## src/design/petn_pkg.sv

```systemverilog
package petn_pkg;

  // Default widths: signed Q8.16 coordinates
  localparam int COORD_BITS_DEF = 24;
  localparam int FRAC_BITS_DEF  = 16;

endpackage

```

## src/design/polygon_edge_tangent_normal_unit.sv

```systemverilog
// Channel   Direction  Handshake            Payload
// input     in         in_valid / in_stall  x_coord, y_coord, last_point
// result    out        out_valid/out_stall  edge_length, tangent_x, tangent_y,
//                                           normal_x, normal_y, zero_length,
//                                           closing_edge
//
// Each edge runs from acceptance to the output register through two squarings
// on one multiplier and an add, then the square root and two divisions, one
// bit per cycle through the shared subtract unit. A new request is taken only
// once the sequencer is back in idle. A last vertex ends with the closing edge.
// A non-last first vertex is only stored and yields no edge. in_stall is
// high whenever the sequencer is busy. A finished edge waits in the output
// register; rst (synchronous) clears control state and the held vertices.
module polygon_edge_tangent_normal_unit #(
  parameter int COORD_BITS = petn_pkg::COORD_BITS_DEF,
  parameter int FRAC_BITS  = petn_pkg::FRAC_BITS_DEF
) (
  input  logic                         clk,
  input  logic                         rst,
  // request in
  input  logic                         in_valid,
  output logic                         in_stall,
  input  logic signed [COORD_BITS-1:0] x_coord,
  input  logic signed [COORD_BITS-1:0] y_coord,
  input  logic                         last_point,
  // result out
  output logic                         out_valid,
  input  logic                         out_stall,
  output logic        [COORD_BITS:0]   edge_length,
  output logic signed [FRAC_BITS+1:0]  tangent_x,
  output logic signed [FRAC_BITS+1:0]  tangent_y,
  output logic signed [FRAC_BITS+1:0]  normal_x,
  output logic signed [FRAC_BITS+1:0]  normal_y,
  output logic                         zero_length,
  output logic                         closing_edge
);

  localparam int CB       = COORD_BITS;
  localparam int FB       = FRAC_BITS;
  localparam int RW       = 2 * CB + 2;          // radicand width
  localparam int SW       = CB + 3;              // shared unit width
  localparam int ITER_MAX = (CB > FB) ? CB : FB;
  localparam int CNT_W    = $clog2(ITER_MAX + 1);

  typedef enum logic [2:0] {
    S_IDLE, S_MUL_X, S_MUL_Y, S_ADD, S_SQRT, S_DIV_X, S_DIV_Y, S_DONE
  } state_t;

  state_t state;

  // vertex memory
  logic [CB-1:0] first_x, first_y, prev_x, prev_y;
  logic          have_vertex;
  logic          close_pending;   // closing edge still to run
  logic          cur_closing;     // edge in flight is the closing one

  // edge datapath
  logic [CB:0]    dx, dy;         // signed differences
  logic [RW-1:0]  prod, rad;
  logic [SW-1:0]  rem;
  logic [CB:0]    root;
  logic [FB:0]    quo;
  logic [FB+1:0]  tan_x, tan_y;
  logic [CNT_W-1:0] cnt;

  logic [CB:0]    ax, ay, mul_in;
  logic [RW-1:0]  sq;
  logic [SW-1:0]  alu_a, alu_b, alu_diff;
  logic           alu_ge;
  logic           div_first;
  logic [FB:0]    quo_fin;
  logic [CB:0]    acc_dx, acc_dy;
  logic           in_acc, out_free, out_load;

  assign in_stall = (state != S_IDLE);
  assign in_acc   = in_valid & ~in_stall;
  assign out_free = ~out_valid | ~out_stall;
  assign out_load = (state == S_DONE) & out_free;

  assign ax = dx[CB] ? (~dx + 1'b1) : dx;
  assign ay = dy[CB] ? (~dy + 1'b1) : dy;

  // differences against the previous vertex, sign-extended
  assign acc_dx = {x_coord[CB-1], x_coord} - {prev_x[CB-1], prev_x};
  assign acc_dy = {y_coord[CB-1], y_coord} - {prev_y[CB-1], prev_y};

  // single squaring multiplier, result registered in prod
  assign mul_in = (state == S_MUL_X) ? ax : ay;
  assign sq     = {{(CB+1){1'b0}}, mul_in} * {{(CB+1){1'b0}}, mul_in};

  assign div_first = (cnt == CNT_W'(FB));

  // operand select for the shared unit
  always_comb begin
    if (state == S_SQRT) begin
      alu_a = {rem[SW-3:0], rad[RW-1:RW-2]};
      alu_b = {root, 2'b01};
    end else begin
      alu_a = div_first ? {2'b00, rem[CB:0]} : {1'b0, rem[CB:0], 1'b0};
      alu_b = {2'b00, root};
    end
  end

  petn_alu #(.W(SW)) u_alu (
    .a    (alu_a),
    .b    (alu_b),
    .ge   (alu_ge),
    .diff (alu_diff)
  );

  assign quo_fin = {quo[FB-1:0], alu_ge};

  function automatic logic [FB+1:0] apply_sign(input logic neg, input logic [FB:0] mag);
    logic [FB+1:0] ext;
    ext = {1'b0, mag};
    return neg ? (~ext + 1'b1) : ext;
  endfunction

  always_ff @(posedge clk) begin
    if (rst) begin
      state         <= S_IDLE;
      first_x       <= '0;
      first_y       <= '0;
      prev_x        <= '0;
      prev_y        <= '0;
      have_vertex   <= 1'b0;
      close_pending <= 1'b0;
      cur_closing   <= 1'b0;
      out_valid     <= 1'b0;
    end else begin
      if (out_load) begin
        out_valid <= 1'b1;
      end else if (out_valid && !out_stall) begin
        out_valid <= 1'b0;
      end
      unique case (state)
        S_IDLE: begin
          if (in_acc) begin
            prev_x <= x_coord;
            prev_y <= y_coord;
            if (!have_vertex) begin
              first_x     <= x_coord;
              first_y     <= y_coord;
              have_vertex <= ~last_point;
              if (last_point) begin
                // lone vertex: closing edge to itself
                dx            <= '0;
                dy            <= '0;
                cur_closing   <= 1'b1;
                close_pending <= 1'b0;
                state         <= S_MUL_X;
              end
            end else begin
              dx            <= acc_dx;
              dy            <= acc_dy;
              cur_closing   <= 1'b0;
              close_pending <= last_point;
              if (last_point) begin
                have_vertex <= 1'b0;
              end
              state <= S_MUL_X;
            end
          end
        end
        S_MUL_X: begin
          prod  <= sq;
          state <= S_MUL_Y;
        end
        S_MUL_Y: begin
          rad   <= prod;
          prod  <= sq;
          state <= S_ADD;
        end
        S_ADD: begin
          rad   <= rad + prod;
          rem   <= '0;
          root  <= '0;
          cnt   <= CNT_W'(CB);
          state <= S_SQRT;
        end
        S_SQRT: begin
          // one root bit per cycle, two radicand bits in
          root <= {root[CB-1:0], alu_ge};
          rad  <= {rad[RW-3:0], 2'b00};
          if (cnt == '0) begin
            rem   <= {2'b00, ax};
            quo   <= '0;
            cnt   <= CNT_W'(FB);
            state <= S_DIV_X;
          end else begin
            rem <= alu_ge ? alu_diff : alu_a;
            cnt <= cnt - 1'b1;
          end
        end
        S_DIV_X: begin
          if (cnt == '0) begin
            tan_x <= apply_sign(dx[CB], quo_fin);
            rem   <= {2'b00, ay};
            quo   <= '0;
            cnt   <= CNT_W'(FB);
            state <= S_DIV_Y;
          end else begin
            quo <= quo_fin;
            rem <= alu_ge ? alu_diff : alu_a;
            cnt <= cnt - 1'b1;
          end
        end
        S_DIV_Y: begin
          quo <= quo_fin;
          if (cnt == '0) begin
            tan_y <= apply_sign(dy[CB], quo_fin);
            state <= S_DONE;
          end else begin
            rem <= alu_ge ? alu_diff : alu_a;
            cnt <= cnt - 1'b1;
          end
        end
        S_DONE: begin
          if (out_free) begin
            edge_length  <= root;
            zero_length  <= (root == '0);
            closing_edge <= cur_closing;
            if (root == '0) begin
              tangent_x <= '0;
              tangent_y <= '0;
              normal_x  <= '0;
              normal_y  <= '0;
            end else begin
              tangent_x <= tan_x;
              tangent_y <= tan_y;
              normal_x  <= tan_y;
              normal_y  <= ~tan_x + 1'b1;
            end
            if (close_pending) begin
              // prev holds the last vertex by now
              dx            <= {first_x[CB-1], first_x} - {prev_x[CB-1], prev_x};
              dy            <= {first_y[CB-1], first_y} - {prev_y[CB-1], prev_y};
              cur_closing   <= 1'b1;
              close_pending <= 1'b0;
              state         <= S_MUL_X;
            end else begin
              state <= S_IDLE;
            end
          end
        end
        default: state <= S_IDLE;
      endcase
    end
  end

endmodule

```

## src/design/petn_alu.sv

```systemverilog
// Shared compare/subtract unit: diff = a - b, ge = (a >= b).
module petn_alu #(
  parameter int W = petn_pkg::COORD_BITS_DEF + 3
) (
  input  logic [W-1:0] a,
  input  logic [W-1:0] b,
  output logic         ge,
  output logic [W-1:0] diff
);

  logic [W:0] wide;

  assign wide = {1'b0, a} - {1'b0, b};
  assign ge   = ~wide[W];
  assign diff = wide[W-1:0];

endmodule

```

## config.mk

```make
export PLATFORM = sky130hd
export DESIGN_NAME = polygon_edge_tangent_normal_unit
export DESIGN_NICKNAME = d
export VERILOG_FILES = /design/src/design/petn_pkg.sv /design/src/design/polygon_edge_tangent_normal_unit.sv /design/src/design/petn_alu.sv
export SDC_FILE = /design/constraint.sdc
export NUM_CORES = 2
export LEC_CHECK = 0
export BUFFER_PORTS_ARGS = -buffer_cell sky130_fd_sc_hd__clkbuf_2
export CORE_AREA = 3 3 305 307
export CTS_CLUSTER_SIZE = 25
export DETAILED_ROUTE_END_ITERATION = 10
export DIE_AREA = 0 0 308 310
export PLACE_DENSITY = 0.73
export SYNTH_ARGS = -nofsm -noshare
export SYNTH_HDL_FRONTEND = slang
export SYNTH_SLANG_ARGS = --single-unit
```

## constraint.sdc

```tcl
create_clock -name clk -period 26.1 [get_ports clk]
set_input_delay 1.305 -clock clk [delete_from_list [all_inputs] [get_ports clk]]
set_output_delay 1.305 -clock clk [all_outputs]
set_load 0.02 [all_outputs]
```

==> impl_metrics.json <==
{
  "drc_errors": 0,
  "slew_headroom_pct": 22.1,
  "synth_ff_type": "edfxtp_1",
  "syn2layout_area_growth_pct": 7.55,
  "worstSetupEndpointType": "flip-flop",
  "async_reset_ff_share_pct": 0,
  "place_congestion": 0.960,
  "rsz0062_at_grt": "false",
  "synth_edf_count": 336,
  "fillCellCount": 8135,
  "ctsHoldBuffers": 0,
  "cts_tree": "yes",
  "cp_common_cell": "fa_1",
  "cts_buffers": 51,
  "fp.dieH_um": 310,
  "synth_area_um2": 45100,
  "vias": 34557,
  "die_width_um": 308,
  "worstPathRequired_ns": 26.48,
  "cp_top_family": "adder cells",
  "drt-pass1-iter-count": 6,
  "synth_cell_types": 98,
  "htreeDepth": 2,
  "fin_skew_ns": 0.0466,
  "hp-class": "reg -> reg",
  "setup_viol": 0,
  "cap_violations": 0,
  "ctsResizeCount": 0,
  "grt_max_degree": 81,
  "clockBufferDepth": 3,
  "setup_tns_ns": 0,
  "critPathLaunchType": "flip-flop",
  "path_max_fanout": 16,
  "fin_crit_sh_pct": 38.4,
  "yosys-top-cells-area": "edfxtp_1 (22%), fa_1 (21%), ha_1 (10%), inv_1 (6.2%), nand2_1 (5.1%)",
  "synth_area_per_cell_um2": 9.24,
  "syn_inst": 4883,
  "hold_viol_final": 0,
  "synth.top_cell.area_share_pct": 22.4,
  "grt_pass1_vias": 34934,
  "ctsRootBufferMaster": "clkbuf_16",
  "antenna_found_initial": 0,
  "die_area_um2": 95500,
  "track_usage_pct": 24.3,
  "multiInputGateArea_um2": 29300,
  "tightest_slew_ns": 1.16,
  "seqCellArea_um2": 12200,
  "portBuffers": 153,
  "yosys_warnings": 0,
  "antenna_left": 0,
  "clkLatencyLatePin_ns": 0.64,
  "arrival_ns": 10.40,
  "io_pins": 154,
  "status": "completed",
  "clk_pin_slew_ns": 0.06,
  "period_needed_ns": 10.03,
  "nets": 5822,
  "cts_setup_buffers": 0,
  "synth.largest_area_cell": "edfxtp_1",
  "drt-total-wl_mm": 114,
  "overflow": 0,
  "grt_pass1_wl_mm": 186,
  "start_util_pct": 49.9,
  "max_freq_ghz": 0.0997,
  "vias_per_cell": 5.62,
  "drive_gt1_share_pct": 7.06,
  "cp_num_buf_inv": 6,
  "cpPeakStageDelay_ns": 0.56,
  "wl_per_cell_um": 18.5,
  "ys_ff_latch": 439,
  "place_hpwl_mm": 89.9,
  "seq_area_frac_synth_pct": 26.9,
  "slew_viol_final": 0,
  "core_area_um2": 90300,
  "drt_iter0_markers": 3051,
  "worst-setup-path-type": "reg -> reg",
  "cp_slowest_cell": "fa_1",
  "clkSinkCount": 439,
  "rows": 110
}
[cell usage in the layout, fill, tap and decap left out, drive strengths merged, types with 39 or more instances in the layout]
cell,count
dfxtp,103
a21oi,334
xor2,135
ha,364
a22oi,44
inv,761
xnor2,146
nand2,620
nand3,54
and3,46
o21ai,225
a21o,103
nor2,272
nand2b,39
fa,472
o22ai,53
clkbuf,210
nor2b,56
edfxtp,336
[Yosys cell counts (12+ instances only)]
master      n
inv_1     746
nand2_1   612
fa_1      472
ha_1      364
edfxtp_1  336
a21oi_1   332
nor2_1    270
o21ai_0   206
clkbuf_1  152
xnor2_1   145
xor2_1    135
a21o_1    103
dfxtp_1   103
nor2b_1    56
nand3_1    54
o22ai_1    53
and3_1     46
a22oi_1    44
nand2b_1   39
mux2i_1    38
nor3_1     37
and2_1     36
nand4_1    34
o21bai_1   33
a211oi_1   30
o21a_1     30
o31ai_1    30
nor4_1     23
buf_4      20
a31oi_1    19
buf_1      18
o21ai_1    16
buf_2      14
or3_1      14
o211ai_1   12
[cells by family after synthesis]
| kind of cell | synth area share [%] |
|---|---|
| buffers and inverters | 8.39 |
| and+or+nand+nor | 12.9 |
| muxes | 0.993 |
| DFF | 26.9 |
| xor gates and xnor gates | 5.47 |
| adders and majority gates | 31.1 |
| AOI/OAI and AO/OA | 14.2 |
| other | 0.0167 |
[area by class of cell]
class                   count  share of cell area [%]
repair buffers            190                    2.16
well taps                1176                    3.03
clock buffers              58                    2.71
inverters                 764                    5.92
multi-input cells        3487                    60.4
flip-flops and latches    439                    25.1
clock inverters            36                   0.699
diodes                      1                 0.00516
[path summary, 6_finish.rpt]
check / startpoint / end / slack [ns] / cells past startpoint
worst min register to register: prev_y[11] / prev_y[11] / 0.45 / 2
worst max-delay path: dy[8] / prod[44] / 16.07 / 32
worst min-delay path: prev_y[11] / prev_y[11] / 0.45 / 2
worst max register to register: dy[8] / prod[44] / 16.07 / 32
[layer usage]
metal / vias up / GRT usage [%] / routed length (um)
li1: 16390 / - / -
met1: 16802 / 33.6 / 50400
met2: 1144 / 39.3 / 51800
met3: 221 / 4.51 / 8570
met4: 0 / 7.11 / 3330
met5: - / 0 / 0
[sequential cells by signal (all words and copies together) (netlist names), 24 cells and up]
name,cells
first_x,24
prev_y,24
dx,25
prod,49
first_y,24
root,25
edge_length,25
rem,25
rad,50
prev_x,24
dy,25
[metrics by stage]
step	util (%)	std cells	setup WS [ns]	area [um^2]	hold WS, ns
floorplan	-	4899	17.52	45200	0.409
global placement	51.9	6056	16.49	46800	0.443
detailed placement	51.9	6056	16.20	46800	0.447
CTS	53.7	6150	16.17	48500	0.456
global route	53.7	6150	15.50	48500	0.469
finish	53.7	6151	16.07	48500	0.451
[worst reg2reg max path, delay by kind of cell (launching register included)]
| family | cells | cell delay [ns] |
|---|---|---|
| and+or+nand+nor | 10 | 2.79 |
| adders and majority gates | 8 | 3.94 |
| DFF | 1 | 0.43 |
| AOI/OAI and AO/OA | 6 | 1.59 |
| xor gates and xnor gates | 2 | 0.37 |
| buffers and inverters | 6 | 0.65 |
Power is left out: the tool's default activity adds up to more than one toggle a clock period on the data nets, which glitch-free logic cannot reach.
